<file path="config.mk">
export PLATFORM = sky130hd
export DESIGN_NAME = shader_token_classifier
export DESIGN_NICKNAME = d
export VERILOG_FILES = /design/src/rtl/stc_pkg.sv /design/src/rtl/stc_front.sv /design/src/rtl/stc_queue.sv /design/src/rtl/stc_back.sv /design/src/rtl/shader_token_classifier.sv
export SDC_FILE = /design/constraint.sdc
export NUM_CORES = 1
export LEC_CHECK = 0
export BUFFER_PORTS_ARGS = -buffer_cell sky130_fd_sc_hd__buf_2
export CAP_MARGIN = 10
export CORE_MARGIN = 2
export CORE_UTILIZATION = 45
export DETAILED_ROUTE_END_ITERATION = 6
export PLACE_DENSITY = 0.59
export SLEW_MARGIN = 20
export SYNTH_ARGS = -nofsm -noshare
export SYNTH_HDL_FRONTEND = slang
export SYNTH_SLANG_ARGS = --single-unit
export TNS_END_PERCENT = 5
</file>
<file path="constraint.sdc">
create_clock -name clk_i -period 4.1 [get_ports clk_i]
set_input_delay 0.82 -clock clk_i [delete_from_list [all_inputs] [get_ports clk_i]]
set_output_delay 0.82 -clock clk_i [all_outputs]
set_load 0.01 [all_outputs]
</file>
<file path="src/rtl/stc_pkg.sv">
// Shared types, token codes and keyword tables for the shader token classifier.
// Used by stc_front, stc_queue, stc_back and shader_token_classifier.
package stc_pkg;

  localparam int unsigned LenBits    = 16;
  localparam int unsigned KwMaxChars = 6;
  localparam int unsigned KwBits     = 8 * KwMaxChars;
  localparam int unsigned NumKw      = 21;
  localparam int unsigned TokLenW    = 16;
  localparam int unsigned QDepth     = 4;
  localparam int unsigned QPtrW      = $clog2(QDepth);
  localparam int unsigned QCntW      = $clog2(QDepth + 1);

  localparam logic [LenBits-1:0] LenMax    = {LenBits{1'b1}};
  localparam logic [TokLenW-1:0] TokLenMax = {TokLenW{1'b1}};

  localparam logic [5:0] KEof       = 6'd0;
  localparam logic [5:0] KIdent     = 6'd1;
  localparam logic [5:0] KNumber    = 6'd2;
  localparam logic [5:0] KKeyword0  = 6'd3;
  localparam logic [5:0] KPlus      = 6'd24;
  localparam logic [5:0] KMinus     = 6'd25;
  localparam logic [5:0] KStar      = 6'd26;
  localparam logic [5:0] KSlash     = 6'd27;
  localparam logic [5:0] KAssign    = 6'd28;
  localparam logic [5:0] KEqual     = 6'd29;
  localparam logic [5:0] KNotEqual  = 6'd30;
  localparam logic [5:0] KBang      = 6'd31;
  localparam logic [5:0] KLess      = 6'd32;
  localparam logic [5:0] KLessEq    = 6'd33;
  localparam logic [5:0] KGreater   = 6'd34;
  localparam logic [5:0] KGreaterEq = 6'd35;
  localparam logic [5:0] KLParen    = 6'd36;
  localparam logic [5:0] KRParen    = 6'd37;
  localparam logic [5:0] KLBracket  = 6'd38;
  localparam logic [5:0] KRBracket  = 6'd39;
  localparam logic [5:0] KLBrace    = 6'd40;
  localparam logic [5:0] KRBrace    = 6'd41;
  localparam logic [5:0] KComma     = 6'd42;
  localparam logic [5:0] KSemi      = 6'd43;
  localparam logic [5:0] KDot       = 6'd44;
  localparam logic [5:0] KUnknown   = 6'd45;

  typedef struct packed {
    logic [7:0] ch;
    logic       end_of_input;
  } in_item_t;

  typedef struct packed {
    logic [5:0]         token_kind;
    logic [7:0]         char_code;
    logic [TokLenW-1:0] token_length;
    logic               last;
  } result_t;

  typedef struct packed {
    logic [5:0]         kind;
    logic [7:0]         code;
    logic [TokLenW-1:0] len;
  } tok_t;

  typedef struct packed {
    logic two;
    tok_t tok0;
    tok_t tok1;
  } tok_pair_t;

  // Keyword text with the first character in the low byte (strings written reversed).
  function automatic logic [63:0] kw_text(int unsigned k);
    logic [63:0] t;
    case (k)
      0:       t = 64'("fi");
      1:       t = 64'("esle");
      2:       t = 64'("2cev");
      3:       t = 64'("3cev");
      4:       t = 64'("4cev");
      5:       t = 64'("2tam");
      6:       t = 64'("3tam");
      7:       t = 64'("4tam");
      8:       t = 64'("3x2tam");
      9:       t = 64'("4x2tam");
      10:      t = 64'("2x3tam");
      11:      t = 64'("4x3tam");
      12:      t = 64'("2x4tam");
      13:      t = 64'("3x4tam");
      14:      t = 64'("elbuod");
      15:      t = 64'("taolf");
      16:      t = 64'("tni");
      17:      t = 64'("tniu");
      18:      t = 64'("loob");
      19:      t = 64'("eurt");
      20:      t = 64'("eslaf");
      default: t = '0;
    endcase
    return t;
  endfunction

  function automatic logic [3:0] kw_len(int unsigned k);
    logic [3:0] n;
    case (k)
      0:                       n = 4'd2;
      8, 9, 10, 11, 12, 13, 14: n = 4'd6;
      15, 20:                  n = 4'd5;
      16:                      n = 4'd3;
      default:                 n = 4'd4;
    endcase
    return n;
  endfunction

  function automatic logic [TokLenW-1:0] sat_len(logic [LenBits-1:0] n);
    logic [31:0] w;
    w = 32'(n);
    return (w > 32'(TokLenMax)) ? TokLenMax : w[TokLenW-1:0];
  endfunction

endpackage

</file>
<file path="src/rtl/stc_front.sv">
// Lexer front end: holds the tokenizer state and classifies one byte per cycle while accept_i is high.
// Produces up to two finished tokens per item. Depends on stc_pkg.
module stc_front (
  input  logic               clk_i,
  input  logic               rst_ni,
  input  logic               accept_i,
  input  stc_pkg::in_item_t  item_i,
  output logic               enq_o,
  output stc_pkg::tok_pair_t pair_o
);

  typedef enum logic [3:0] {
    ModeStart   = 4'd0,
    ModeIdent   = 4'd1,
    ModeNumber  = 4'd2,
    ModeDot     = 4'd3,
    ModeEq      = 4'd4,
    ModeBang    = 4'd5,
    ModeLt      = 4'd6,
    ModeGt      = 4'd7,
    ModeComment = 4'd8
  } mode_e;

  localparam logic [7:0] ChHash  = "#";
  localparam logic [7:0] ChUnder = "_";
  localparam logic [7:0] ChDot   = ".";
  localparam logic [7:0] ChEq    = "=";
  localparam logic [7:0] ChBang  = "!";
  localparam logic [7:0] ChLt    = "<";
  localparam logic [7:0] ChGt    = ">";
  localparam logic [7:0] ChPlus  = "+";
  localparam logic [7:0] ChMinus = "-";
  localparam logic [7:0] ChStar  = "*";
  localparam logic [7:0] ChSlash = "/";
  localparam logic [7:0] ChLPar  = "(";
  localparam logic [7:0] ChRPar  = ")";
  localparam logic [7:0] ChLBrk  = "[";
  localparam logic [7:0] ChRBrk  = "]";
  localparam logic [7:0] ChLBrc  = "{";
  localparam logic [7:0] ChRBrc  = "}";
  localparam logic [7:0] ChComma = ",";
  localparam logic [7:0] ChSemi  = ";";
  localparam logic [7:0] ChLf    = 8'd10;
  localparam logic [7:0] ChCr    = 8'd13;

  localparam logic [stc_pkg::TokLenW-1:0] Len1 = stc_pkg::TokLenW'(1);
  localparam logic [stc_pkg::TokLenW-1:0] Len2 = stc_pkg::TokLenW'(2);

  function automatic logic is_space(logic [7:0] c);
    return (c == 8'd32) || (c >= 8'd9 && c <= 8'd13);
  endfunction

  function automatic logic is_digit(logic [7:0] c);
    return c >= "0" && c <= "9";
  endfunction

  function automatic logic is_id_start(logic [7:0] c);
    return (c >= "A" && c <= "Z") || (c >= "a" && c <= "z") || (c == ChUnder);
  endfunction

  function automatic stc_pkg::tok_t mk_tok(logic [5:0] kind, logic [7:0] code,
                                          logic [stc_pkg::TokLenW-1:0] len);
    stc_pkg::tok_t t;
    t.kind = kind;
    t.code = code;
    t.len  = len;
    return t;
  endfunction

  mode_e                            mode_q, mode_d;
  logic [stc_pkg::KwBits-1:0]       prefix_q, prefix_d;
  logic [stc_pkg::LenBits-1:0]      len_q, len_d;
  logic                             dot_q, dot_d;

  logic [7:0]                       c;
  logic [stc_pkg::LenBits-1:0]      len_inc;
  logic [5:0]                       id_kind;
  logic                             fv, sv, v0, v1;
  stc_pkg::tok_t                    ft, st, t0, t1;
  mode_e                            s_mode;
  logic [stc_pkg::KwBits-1:0]       s_prefix;
  logic [stc_pkg::LenBits-1:0]      s_len;
  logic [5:0]                       pair_kind;

  assign c       = item_i.ch;
  assign len_inc = (len_q == stc_pkg::LenMax) ? len_q : len_q + stc_pkg::LenBits'(1);

  always_comb begin
    logic [63:0] kt;
    logic [3:0]  kl;
    id_kind = stc_pkg::KIdent;
    for (int k = stc_pkg::NumKw - 1; k >= 0; k--) begin
      kt = stc_pkg::kw_text(k);
      kl = stc_pkg::kw_len(k);
      if ((32'(kl) <= stc_pkg::KwMaxChars) && (32'(len_q) == 32'(kl)) &&
          (prefix_q == kt[stc_pkg::KwBits-1:0])) begin
        id_kind = stc_pkg::KKeyword0 + 6'(k);
      end
    end
  end

  // Pending token that a terminating byte or end of input finishes.
  always_comb begin
    fv = 1'b1;
    ft = mk_tok(stc_pkg::KEof, 8'd0, '0);
    case (mode_q)
      ModeIdent:  ft = mk_tok(id_kind, 8'd0, stc_pkg::sat_len(len_q));
      ModeNumber: ft = mk_tok(stc_pkg::KNumber, 8'd0, stc_pkg::sat_len(len_q));
      ModeDot:    ft = mk_tok(stc_pkg::KDot, 8'd0, Len1);
      ModeEq:     ft = mk_tok(stc_pkg::KAssign, 8'd0, Len1);
      ModeBang:   ft = mk_tok(stc_pkg::KBang, ChBang, Len1);
      ModeLt:     ft = mk_tok(stc_pkg::KLess, 8'd0, Len1);
      ModeGt:     ft = mk_tok(stc_pkg::KGreater, 8'd0, Len1);
      default:    fv = 1'b0;
    endcase
  end

  // Token start from a cleared state.
  always_comb begin
    sv       = 1'b1;
    st       = mk_tok(stc_pkg::KUnknown, c, Len1);
    s_mode   = ModeStart;
    s_prefix = '0;
    s_len    = '0;
    if (is_space(c)) begin
      sv = 1'b0;
    end else if (is_id_start(c)) begin
      sv       = 1'b0;
      s_mode   = ModeIdent;
      s_prefix = stc_pkg::KwBits'(c);
      s_len    = stc_pkg::LenBits'(1);
    end else if (is_digit(c)) begin
      sv     = 1'b0;
      s_mode = ModeNumber;
      s_len  = stc_pkg::LenBits'(1);
    end else begin
      case (c)
        ChDot:   begin sv = 1'b0; s_mode = ModeDot;     end
        ChHash:  begin sv = 1'b0; s_mode = ModeComment; end
        ChEq:    begin sv = 1'b0; s_mode = ModeEq;      end
        ChBang:  begin sv = 1'b0; s_mode = ModeBang;    end
        ChLt:    begin sv = 1'b0; s_mode = ModeLt;      end
        ChGt:    begin sv = 1'b0; s_mode = ModeGt;      end
        ChPlus:  st = mk_tok(stc_pkg::KPlus, 8'd0, Len1);
        ChMinus: st = mk_tok(stc_pkg::KMinus, 8'd0, Len1);
        ChStar:  st = mk_tok(stc_pkg::KStar, 8'd0, Len1);
        ChSlash: st = mk_tok(stc_pkg::KSlash, 8'd0, Len1);
        ChLPar:  st = mk_tok(stc_pkg::KLParen, 8'd0, Len1);
        ChRPar:  st = mk_tok(stc_pkg::KRParen, 8'd0, Len1);
        ChLBrk:  st = mk_tok(stc_pkg::KLBracket, 8'd0, Len1);
        ChRBrk:  st = mk_tok(stc_pkg::KRBracket, 8'd0, Len1);
        ChLBrc:  st = mk_tok(stc_pkg::KLBrace, 8'd0, Len1);
        ChRBrc:  st = mk_tok(stc_pkg::KRBrace, 8'd0, Len1);
        ChComma: st = mk_tok(stc_pkg::KComma, 8'd0, Len1);
        ChSemi:  st = mk_tok(stc_pkg::KSemi, 8'd0, Len1);
        default: st = mk_tok(stc_pkg::KUnknown, c, Len1);
      endcase
    end
  end

  always_comb begin
    case (mode_q)
      ModeEq:   pair_kind = stc_pkg::KEqual;
      ModeBang: pair_kind = stc_pkg::KNotEqual;
      ModeLt:   pair_kind = stc_pkg::KLessEq;
      default:  pair_kind = stc_pkg::KGreaterEq;
    endcase
  end

  always_comb begin
    logic finish;
    mode_d   = mode_q;
    prefix_d = prefix_q;
    len_d    = len_q;
    dot_d    = dot_q;
    v0       = 1'b0;
    t0       = ft;
    v1       = 1'b0;
    t1       = st;
    finish   = 1'b0;
    if (item_i.end_of_input) begin
      v0       = fv;
      v1       = 1'b1;
      t1       = mk_tok(stc_pkg::KEof, 8'd0, '0);
      mode_d   = ModeStart;
      prefix_d = '0;
      len_d    = '0;
      dot_d    = 1'b0;
    end else begin
      case (mode_q)
        ModeIdent: begin
          if (is_id_start(c) || is_digit(c)) begin
            for (int i = 0; i < stc_pkg::KwMaxChars; i++) begin
              if (32'(len_q) == i) prefix_d[8*i +: 8] = c;
            end
            len_d = len_inc;
          end else begin
            finish = 1'b1;
          end
        end
        ModeNumber: begin
          if (is_digit(c)) begin
            len_d = len_inc;
          end else if (c == ChDot && !dot_q) begin
            dot_d = 1'b1;
            len_d = len_inc;
          end else begin
            finish = 1'b1;
          end
        end
        ModeDot: begin
          if (is_digit(c)) begin
            mode_d = ModeNumber;
            len_d  = stc_pkg::LenBits'(2);
            dot_d  = 1'b1;
          end else begin
            finish = 1'b1;
          end
        end
        ModeEq, ModeBang, ModeLt, ModeGt: begin
          if (c == ChEq) begin
            v0     = 1'b1;
            t0     = mk_tok(pair_kind, 8'd0, Len2);
            mode_d = ModeStart;
          end else begin
            finish = 1'b1;
          end
        end
        ModeComment: begin
          if (c == ChLf || c == ChCr) mode_d = ModeStart;
        end
        default: finish = 1'b1;
      endcase
      if (finish) begin
        v0       = fv;
        v1       = sv;
        mode_d   = s_mode;
        prefix_d = s_prefix;
        len_d    = s_len;
        dot_d    = 1'b0;
      end
    end
  end

  assign enq_o       = accept_i && (v0 || v1);
  assign pair_o.two  = v0 && v1;
  assign pair_o.tok0 = v0 ? t0 : t1;
  assign pair_o.tok1 = t1;

  always_ff @(posedge clk_i or negedge rst_ni) begin
    if (!rst_ni) begin
      mode_q   <= ModeStart;
      prefix_q <= '0;
      len_q    <= '0;
      dot_q    <= 1'b0;
    end else if (accept_i) begin
      mode_q   <= mode_d;
      prefix_q <= prefix_d;
      len_q    <= len_d;
      dot_q    <= dot_d;
    end
  end

`ifndef SYNTH
  a_len_idle: assert property (@(posedge clk_i) disable iff (!rst_ni)
    (mode_q == ModeStart || mode_q == ModeComment) |-> (len_q == '0 && !dot_q))
    else $error("length or dot flag left set between tokens");
  a_eof_resets: assert property (@(posedge clk_i) disable iff (!rst_ni)
    (accept_i && item_i.end_of_input) |=> (mode_q == ModeStart && prefix_q == '0))
    else $error("end of input did not return lexer to start");
  a_two_enq: assert property (@(posedge clk_i) disable iff (!rst_ni)
    (pair_o.two && accept_i) |-> enq_o)
    else $error("two-token item not enqueued");
`endif

endmodule

</file>
<file path="src/rtl/stc_queue.sv">
// Short queue of token pairs between the lexer front end and the result stage.
// Depends on stc_pkg.
module stc_queue (
  input  logic               clk_i,
  input  logic               rst_ni,
  input  logic               enq_i,
  input  stc_pkg::tok_pair_t enq_data_i,
  input  logic               deq_i,
  output logic               full_o,
  output logic               empty_o,
  output stc_pkg::tok_pair_t head_o
);

  stc_pkg::tok_pair_t              mem_q [stc_pkg::QDepth];
  logic [stc_pkg::QPtrW-1:0]       wr_q, rd_q;
  logic [stc_pkg::QCntW-1:0]       cnt_q;

  assign full_o  = (cnt_q == stc_pkg::QCntW'(stc_pkg::QDepth));
  assign empty_o = (cnt_q == '0);
  assign head_o  = mem_q[rd_q];

  always_ff @(posedge clk_i) begin
    if (enq_i) mem_q[wr_q] <= enq_data_i;
  end

  always_ff @(posedge clk_i or negedge rst_ni) begin
    if (!rst_ni) begin
      wr_q  <= '0;
      rd_q  <= '0;
      cnt_q <= '0;
    end else begin
      if (enq_i) wr_q <= wr_q + stc_pkg::QPtrW'(1);
      if (deq_i) rd_q <= rd_q + stc_pkg::QPtrW'(1);
      case ({enq_i, deq_i})
        2'b10:   cnt_q <= cnt_q + stc_pkg::QCntW'(1);
        2'b01:   cnt_q <= cnt_q - stc_pkg::QCntW'(1);
        default: cnt_q <= cnt_q;
      endcase
    end
  end

`ifndef SYNTH
  a_cnt_bound: assert property (@(posedge clk_i) disable iff (!rst_ni)
    cnt_q <= stc_pkg::QCntW'(stc_pkg::QDepth))
    else $error("queue count above depth");
  a_no_overflow: assert property (@(posedge clk_i) disable iff (!rst_ni)
    enq_i |-> !full_o)
    else $error("enqueue into full queue");
  a_no_underflow: assert property (@(posedge clk_i) disable iff (!rst_ni)
    deq_i |-> !empty_o)
    else $error("dequeue from empty queue");
  a_cnt_step: assert property (@(posedge clk_i) disable iff (!rst_ni)
    (enq_i && !deq_i) |=> cnt_q == $past(cnt_q) + stc_pkg::QCntW'(1))
    else $error("queue count did not advance");
`endif

endmodule

</file>
<file path="src/rtl/stc_back.sv">
// Result stage: splits each queued token pair into single result items.
// Depends on stc_pkg.
module stc_back (
  input  logic               clk_i,
  input  logic               rst_ni,
  input  logic               q_empty_i,
  input  stc_pkg::tok_pair_t head_i,
  output logic               deq_o,
  output logic               empty_o,
  input  logic               pop_i,
  output stc_pkg::result_t   result_o
);

  logic          second_q;
  logic          last;
  stc_pkg::tok_t tok;

  assign tok     = second_q ? head_i.tok1 : head_i.tok0;
  assign last    = second_q || !head_i.two;
  assign empty_o = q_empty_i;
  assign deq_o   = pop_i && !q_empty_i && last;

  assign result_o.token_kind   = tok.kind;
  assign result_o.char_code    = tok.code;
  assign result_o.token_length = tok.len;
  assign result_o.last         = last;

  always_ff @(posedge clk_i or negedge rst_ni) begin
    if (!rst_ni) begin
      second_q <= 1'b0;
    end else if (pop_i && !q_empty_i) begin
      second_q <= !last;
    end
  end

`ifndef SYNTH
  a_second_has_pair: assert property (@(posedge clk_i) disable iff (!rst_ni)
    second_q |-> (!q_empty_i && head_i.two))
    else $error("second result selected without a pair");
  a_second_stays: assert property (@(posedge clk_i) disable iff (!rst_ni)
    (second_q && !pop_i) |=> second_q)
    else $error("second result dropped without pop");
  a_second_done: assert property (@(posedge clk_i) disable iff (!rst_ni)
    (second_q && pop_i) |-> deq_o)
    else $error("pair not retired after second result");
`endif

endmodule

</file>
<file path="src/rtl/shader_token_classifier.sv">
// Top level of the shader token classifier: lexer front end, pair queue and
// result stage. Depends on stc_pkg, stc_front, stc_queue and stc_back.
//
//   channel  | handshake          | payload
//   ---------+--------------------+------------------------------------------
//   input    | push_i / full_o    | item_i   (ch, end_of_input)
//   result   | empty_o / pop_i    | result_o (token_kind, char_code,
//            |                    |           token_length, last)
//
// One byte is classified per cycle while full_o is low; its tokens (zero,
// one or two) are written into a four-entry pair queue at the accepting
// edge and can be popped from the next edge on.
// Results leave one per cycle while not empty; two tokens need two pops.
// full_o rises only when the pair queue holds four entries.
// Reset clears the lexer to between-tokens and empties the queue.
module shader_token_classifier (
  input  logic              clk_i,
  input  logic              rst_ni,
  input  logic              push_i,
  output logic              full_o,
  input  stc_pkg::in_item_t item_i,
  output logic              empty_o,
  input  logic              pop_i,
  output stc_pkg::result_t  result_o
);

  logic               accept;
  logic               enq;
  logic               deq;
  logic               q_empty;
  stc_pkg::tok_pair_t enq_pair;
  stc_pkg::tok_pair_t head;

  assign accept = push_i && !full_o;

  stc_front u_front (
    .clk_i    (clk_i),
    .rst_ni   (rst_ni),
    .accept_i (accept),
    .item_i   (item_i),
    .enq_o    (enq),
    .pair_o   (enq_pair)
  );

  stc_queue u_queue (
    .clk_i      (clk_i),
    .rst_ni     (rst_ni),
    .enq_i      (enq),
    .enq_data_i (enq_pair),
    .deq_i      (deq),
    .full_o     (full_o),
    .empty_o    (q_empty),
    .head_o     (head)
  );

  stc_back u_back (
    .clk_i     (clk_i),
    .rst_ni    (rst_ni),
    .q_empty_i (q_empty),
    .head_i    (head),
    .deq_o     (deq),
    .empty_o   (empty_o),
    .pop_i     (pop_i),
    .result_o  (result_o)
  );

endmodule
</file>
==> flow_summary_export.csv, run 1 <==
group,metric,value,unit
drt,wirelength,29600,um
drt,drt_iter0_drc,681,
die,ioPinCount,46,
finish,fin_cells,1437,
global_route,grt-ovfl-total,0,
flow_run,cap_violations,0,
timing,fin_skew,0.02202,ns
timing,slew-limit-headroom,50.47,%
drt,viasPerCell,5.723,
min_path,hp-class,"in -> async",
finish,diodes,0,
worst_setup_path,critPathMaxStageDelay,0.64,ns
cts,clock_sinks,261,
drt,top_layer,"met4",
cts,ctsHoldBuffers,0,
global_route,grt_max_degree,78,
placed_design,place_area,13470,um2
die,die_area,29660,um2
finish,nets,1061,
cts,cts_setup_buffers,0,
placed_design,post-dp-hpwl,20150,um
timing,rsz0062_at_grt,"no",
timing,fin_ws,0.5652,ns
finish,multi_input_area,4995,um2
power_and_ir_drop,peakVddDrop,330.6,uV
worst_setup_path,crit_buf_inv,2,
drt,drt_first_pass_iters,5,
power_and_ir_drop,powerDensity,649.7,nW/um2
yosys,synth_top_cell_by_area,"edfxtp_1",
worst_setup_path,worstPathMaxFanout,32,
drt,postRouteAntennaNets,0,
worst_setup_path,crit_chain,"buf_4 -> mux4_2 -> and2_1 -> buf_2",
cts,tritoncts,"done",
timing,final_max_slew_viol_count,0,
die,core.rowCount,61,
worst_setup_path,critPathLaunchType,"register",
global_route,grt_pass1_vias,8072,
timing,hold_viol,0,
run_status,status,"finished, final reports clean",
global_route,grt_usage,20.44,%
placed_design,post-place-ws,0.3488,ns
yosys,ys_top_cells_by_area,"edfxtp_1 (43%), dfrtp_1 (15%), mux4_2 (8.1%), mux2_1 (3.2%), nand2_1 (2.9%)",
cts,cts_resized,0,
yosys,yosys_most_used_dff,"edfxtp_1",
placed_design,placed_cells,1387,
worst_setup_path,timing.rr.start,"u_front.mode_q[3]",
finish,drive_above_1_share,19.36,%
yosys,synth_commonest_cells,"edfxtp_1 (184), nand2_1 (97), dfrtp_1 (77)",
die,die_h,172.2,um
timing,min_period_over_period,86.21,%
yosys,synthMostInstantiatedCell,"edfxtp_1",
power_and_ir_drop,p_leak,5.341,nW
worst_setup_path,r2r_setup_slack,0.72,ns
yosys,synth_top_family_by_area,"simple AND/OR/NAND/NOR gates",
worst_setup_path,critPathKind,"reg -> out",
cts,cts_root_buffer,"clkbuf_16",
cts,clk_pin_slew,0.07,ns
drt,wl_met2,13880,um
worst_setup_path,arrival,2.71,ns
placed_design,io_buffer_count,45,
cts,clock_latency,0.56,ns
global_route,antenna_found_initial,0,
yosys,synthAdderAreaFrac,1.042,%
yosys,synthMuxAreaShare,12.37,%
finish,fillers,2390,
yosys,synth_fp_nets,1014,
timing,fmax,282.9,MHz
global_route,grt_pass1_wl,46200,um
yosys,synth_xor_area_share,0.5503,%
yosys,synth_cells,991,
worst_setup_path,reg2regPathDepth,9,
yosys,synth-seq-area-share,58.52,%
finish,finalCoreUtilization,51.70,%
yosys,ys_ff_latch,261,
yosys,synth_area_per_cell,12.85,um2
cts,htreeDepth,1,
yosys,yosys.area_share.simple,18.00,%
yosys,synthArstFlopShare,29.50,%
finish,ff_latch_area,7457,um2
timing,worstMarginPinSlew,0.7430,ns
timing,setup_violations,0,
timing,timing.hold.ws,0.2853,ns
finish,area_growth,13.12,%
drt,wire_per_inst,20.60,um
drt,m1WireLength,13420,um
worst_setup_path,required,3.28,ns
yosys,synth_edf_count,184,
power_and_ir_drop,p_total,9.359,mW
placed_design,gp_congestion,0.9405,
drt,vias,8224,
timing,tns,0,ns
worst_setup_path,r2r_end,"u_queue.mem_q[2][19]",
die,core-area,27860,um2
cts,cts_made_buffers,27,
worst_setup_path,endpoint_kind,"primary output",
yosys,ys_types,88,
yosys,synth-compound-area-share,7.222,%
yosys,netlist_area,12730,um2
worst_setup_path,slowest_stage,"dfrtp_4",
cts,clk_path_buf_depth,3,
worst_setup_path,path_delay_family,"buffers and inverters",
die,die_x,172.2,um
die,start_util,45.71,%
yosys,yosys_warnings,0,
timing,fin_crit,3.535,ns
drt,wl_met3,1589,um
yosys,netlist.area_leader.share,43.39,%
drt,remaining_drc_errors,0,
finish,postLayoutCellArea,14400,um2
how the worst max path moves through the flow:
stage	startpoint	to	slack, ns	depth (start not counted)
finish	u_queue.rd_q[0]	result_o[2]	0.57	4
global route	u_queue.rd_q[0]	result_o[26]	0.32	5
CTS	u_queue.rd_q[0]	result_o[26]	0.45	5
detailed placement	item_i[2]	u_queue.cnt_q[2]	0.35	15
global placement	item_i[4]	u_queue.cnt_q[2]	0.41	15
floorplan	item_i[3]	u_queue.mem_q[0][0]	0.01	9
where the power goes:
group	internal [mW]	leakage [nW]	switching (mW)
combinational	1.32	2.13	1.71
clock	1.55	0.460	1.01
sequential	3.47	2.75	0.310
total	6.33	5.34	3.03
flip-flops by register name (all words and copies together) (netlist names):
| register | count |
|---|---|
| u_queue.rd_q | 2 |
| u_front.prefix_q | 48 |
| u_front.len_q | 16 |
| u_back.second_q | 1 |
| u_queue.wr_q | 2 |
| u_queue.mem_q | 184 |
| u_front.dot_q | 1 |
| u_queue.cnt_q | 3 |
| u_front.mode_q | 4 |
cell type report:
| class | instances | share of cell area, % |
|---|---|---|
| Tap cell | 378 | 3.284 |
| Sequential cell | 261 | 51.77 |
| Timing Repair Buffer | 69 | 3.379 |
| Multi-Input combinational cell | 662 | 34.68 |
| Clock inverter | 17 | 1.529 |
| Clock buffer | 33 | 4.917 |
| Inverter | 17 | 0.4430 |
logic make-up (layout without fill, tap and decap cells):
logic type | count (synthesis) | after routing
simple gates | 415 | 415
flops | 261 | 261
compound gates | 135 | 135
mux | 94 | 94
xor+xnor | 8 | 8
buf+inv | 68 | 136
fa+ha+maj | 10 | 10
cell usage in the layout, fill, tap and decap left out, types with 6 or more instances in the layout:
cell	n
and3_1	19
nor3_1	30
ha_1	9
a21oi_4	6
dfrtp_1	75
nand2_1	97
buf_2	44
nor2b_1	14
nand3b_1	8
mux2_2	11
a31oi_1	11
clkinv_2	7
nor2_1	75
buf_12	6
edfxtp_1	184
mux4_2	46
nand3_1	25
buf_4	18
nand2b_1	14
clkbuf_16	27
o21ai_0	37
or2_2	6
inv_1	15
nand4b_1	11
a21oi_1	36
and2_1	44
mux2_1	36
nand4_1	7
nor4_1	13
metal layers:
layer	track usage, %	vias up
li1	-	3835
met1	29.24	4110
met2	33.35	231
met3	2.724	48
met4	4.969	0
met5	0	-
Note: power is estimated with default switching activity, not from simulation.
==> run 2: changes to the inputs <==
--- a/config.mk
+++ b/config.mk
@@ -7,7 +7,7 @@
 export LEC_CHECK = 0
 export BUFFER_PORTS_ARGS = -buffer_cell sky130_fd_sc_hd__buf_2
 export CAP_MARGIN = 10
-export CORE_MARGIN = 2
+export CORE_ASPECT_RATIO = 1.1
 export CORE_UTILIZATION = 45
 export DETAILED_ROUTE_END_ITERATION = 6
 export PLACE_DENSITY = 0.59
==> run 2 against run 1 <==
  * Fmax rose by 3.2%
  * Largest cell class unchanged
  * Worst setup slack better by 0.11 ns
  * Clock power fell by 12%
  * Highest routed layer is now met5
  * Critical path type is now reg -> reg
  * Cell count shrank 1.5%
  * Via count barely moved
  * Flip-flop and latch count stayed put
  * Critical path depth increased by 10
  * Clock skew down 0.0062 ns
  * Register-to-register slack got worse by 0.05 ns
==> flow_summary_export.csv, run 2 (same netlist as run 1, synthesis figures left out) <==
group,metric,value,unit
run_status,status,"finished, final reports clean",
cts,cts_setup_buffers,0,
timing,rsz0062_at_grt,"no",
drt,wirelength,29900,um
die,die_x,162.4,um
power_and_ir_drop,swShare,33.25,%
finish,nets,1056,
finish,drive_above_1_share,18.35,%
power_and_ir_drop,p_clk_share,24.7,%
power_and_ir_drop,seq_power_share,41.8,%
drt,wire_per_inst,21.12,um
power_and_ir_drop,powerDensity,637.5,nW/um2
worst_setup_path,required,4.55,ns
timing,tns,0,ns
worst_setup_path,critPathLaunchType,"register",
cts,clock_latency,0.54,ns
global_route,grt-ovfl-total,0,
power_and_ir_drop,p_total,9.045,mW
global_route,grt_usage,20.97,%
placed_design,io_buffer_count,45,
finish,fin_cells,1416,
drt,viasPerCell,5.811,
finish,top_register,"u_queue.mem_q",
timing,worstMarginPinSlew,0.9160,ns
global_route,antenna_found_initial,3,
placed_design,placed_cells,1368,
finish,ff_latch_area,7457,um2
power_and_ir_drop,p_comb_share,33.5,%
global_route,grt_max_degree,52,
timing,fmax,291.9,MHz
finish,multi_input_area,4995,um2
global_route,grt_pass1_vias,8138,
cts,tritoncts,"done",
worst_setup_path,slowest_stage,"dfrtp_1",
cts,cts_root_buffer,"clkbuf_16",
worst_setup_path,arrival,3.88,ns
die,die_h,178.4,um
timing,final_max_slew_viol_count,0,
cts,clk_pin_slew,0.07,ns
drt,vias,8228,
timing,timing.hold.ws,0.3308,ns
die,core.rowCount,64,
flow_run,cap_violations,0,
min_path,hp-class,"in -> async",
power_and_ir_drop,peakVddDrop,475.0,uV
placed_design,post-dp-hpwl,19990,um
die,die_area,28970,um2
finish,reg.largest.list,"u_queue.mem_q: 184 flops, u_front.prefix_q: 48 flops, u_front.len_q: 16 flops",
die,start_util,45.83,%
timing,setup_violations,0,
finish,largest_register_ffs,184,
finish,area_growth,11.43,%
power_and_ir_drop,p_leak,5.226,nW
drt,remaining_drc_errors,0,
drt,drt_iter0_drc,614,
cts,ctsHoldBuffers,0,
placed_design,gp_congestion,0.8917,
timing,min_period_over_period,83.57,%
timing,fin_crit,3.426,ns
drt,drt_first_pass_iters,5,
cts,cts_made_buffers,26,
cts,cts_resized,0,
worst_setup_path,critPathMaxStageDelay,0.63,ns
finish,final_cell_mix,"edfxtp_1 (184), nand2_1 (97), nor2_1 (75), dfrtp_1 (75), mux4_2 (46)",
timing,slew-limit-headroom,38.56,%
timing,fin_skew,0.01580,ns
cts,clk_path_buf_depth,3,
timing,hold_viol,0,
global_route,grt_pass1_wl,46420,um
worst_setup_path,critPathKind,"reg -> reg",
die,ioPinCount,46,
worst_setup_path,worstPathMaxFanout,14,
drt,postRouteAntennaNets,0,
die,core-area,27790,um2
cts,htreeDepth,1,
finish,fillers,2425,
power_and_ir_drop,internal-power,6.038,mW
power_and_ir_drop,power_switching,3.007,mW
worst_setup_path,endpoint_kind,"register",
cts,clock_sinks,261,
finish,final_common_cell,"edfxtp_1",
worst_setup_path,crit_chain,"nand2b_1 -> nor4b_1 -> o211ai_1 -> nor3_4 -> or2_4 -> a21o_4 -> a21oi_4 -> inv_1 -> ha_1 -> inv_1 -> fa_1 -> xor2_1 -> nor2_1 -> xor2_1",
## run 2: layout make-up
type / instances / share of cell area [%]
inverters: 17 / 0.4497
diodes: 1 / 0.01764
flip-flops and latches: 261 / 52.56
clock buffers: 35 / 4.974
repair buffers: 65 / 3.016
well taps: 363 / 3.201
clock inverters: 12 / 0.5820
multi-input cells: 662 / 35.20
## run 2: worst paths after layout
| kind | start | to | slack (ns) | cells after the start |
|---|---|---|---|---|
| max | u_front.mode_q[2] | u_queue.cnt_q[2] | 0.67 | 14 |
| min reg2reg | u_front.prefix_q[37] | u_front.prefix_q[37] | 0.51 | 1 |
| min in group clk_i | u_front.prefix_q[37] | u_front.prefix_q[37] | 0.51 | 1 |
| min | rst_ni | u_front.len_q[10] | 0.33 | 1 |
| max reg2reg | u_front.mode_q[2] | u_queue.cnt_q[2] | 0.67 | 14 |
| max in group asynchronous | rst_ni | u_front.prefix_q[6] | 2.91 | 2 |
## run 2: power groups by stage
stage	logic [mW]	clock network (mW)	registers, mW
2_1_floorplan	2.25	0	3.68
3_3_place_gp	3.06	0	3.81
3_5_place_dp	3.07	0	3.83
4_1_cts	3.09	2.29	3.78
5_1_grt	3.33	2.39	3.84
6_report	3.03	2.24	3.78
## run 2: worst max-delay path, delay by kind of cell (launching register included)
kind | cells | cell delay, ns
xor gates and xnor gates | 2 | 0.30
DFF | 1 | 0.63
and+or+nand+nor | 5 | 1.16
AOI/OAI and AO/OA | 3 | 0.51
buffers and inverters | 2 | 0.16
adders and majority gates | 2 | 0.61
## run 2: routing by layer
metal | vias to the layer above | global-route usage, % | routed length [um]
li1 | 3847 | - | -
met1 | 4136 | 27.47 | 12930
met2 | 194 | 35.77 | 14920
met3 | 47 | 3.255 | 1331
met4 | 4 | 6.486 | 691
met5 | - | 0 | 29
## run 2: through the flow
stage | worst slack, ns | utilization [%] | instance area [um2]
finish | 0.6736 | 51.06 | 14190
global placement | 0.2300 | 48.22 | 13400
detailed placement | 0.2342 | 48.22 | 13400
CTS | 0.6557 | 51.05 | 14190
global route | 0.3793 | 51.05 | 14190
floorplan | 0.01272 | - | 12730
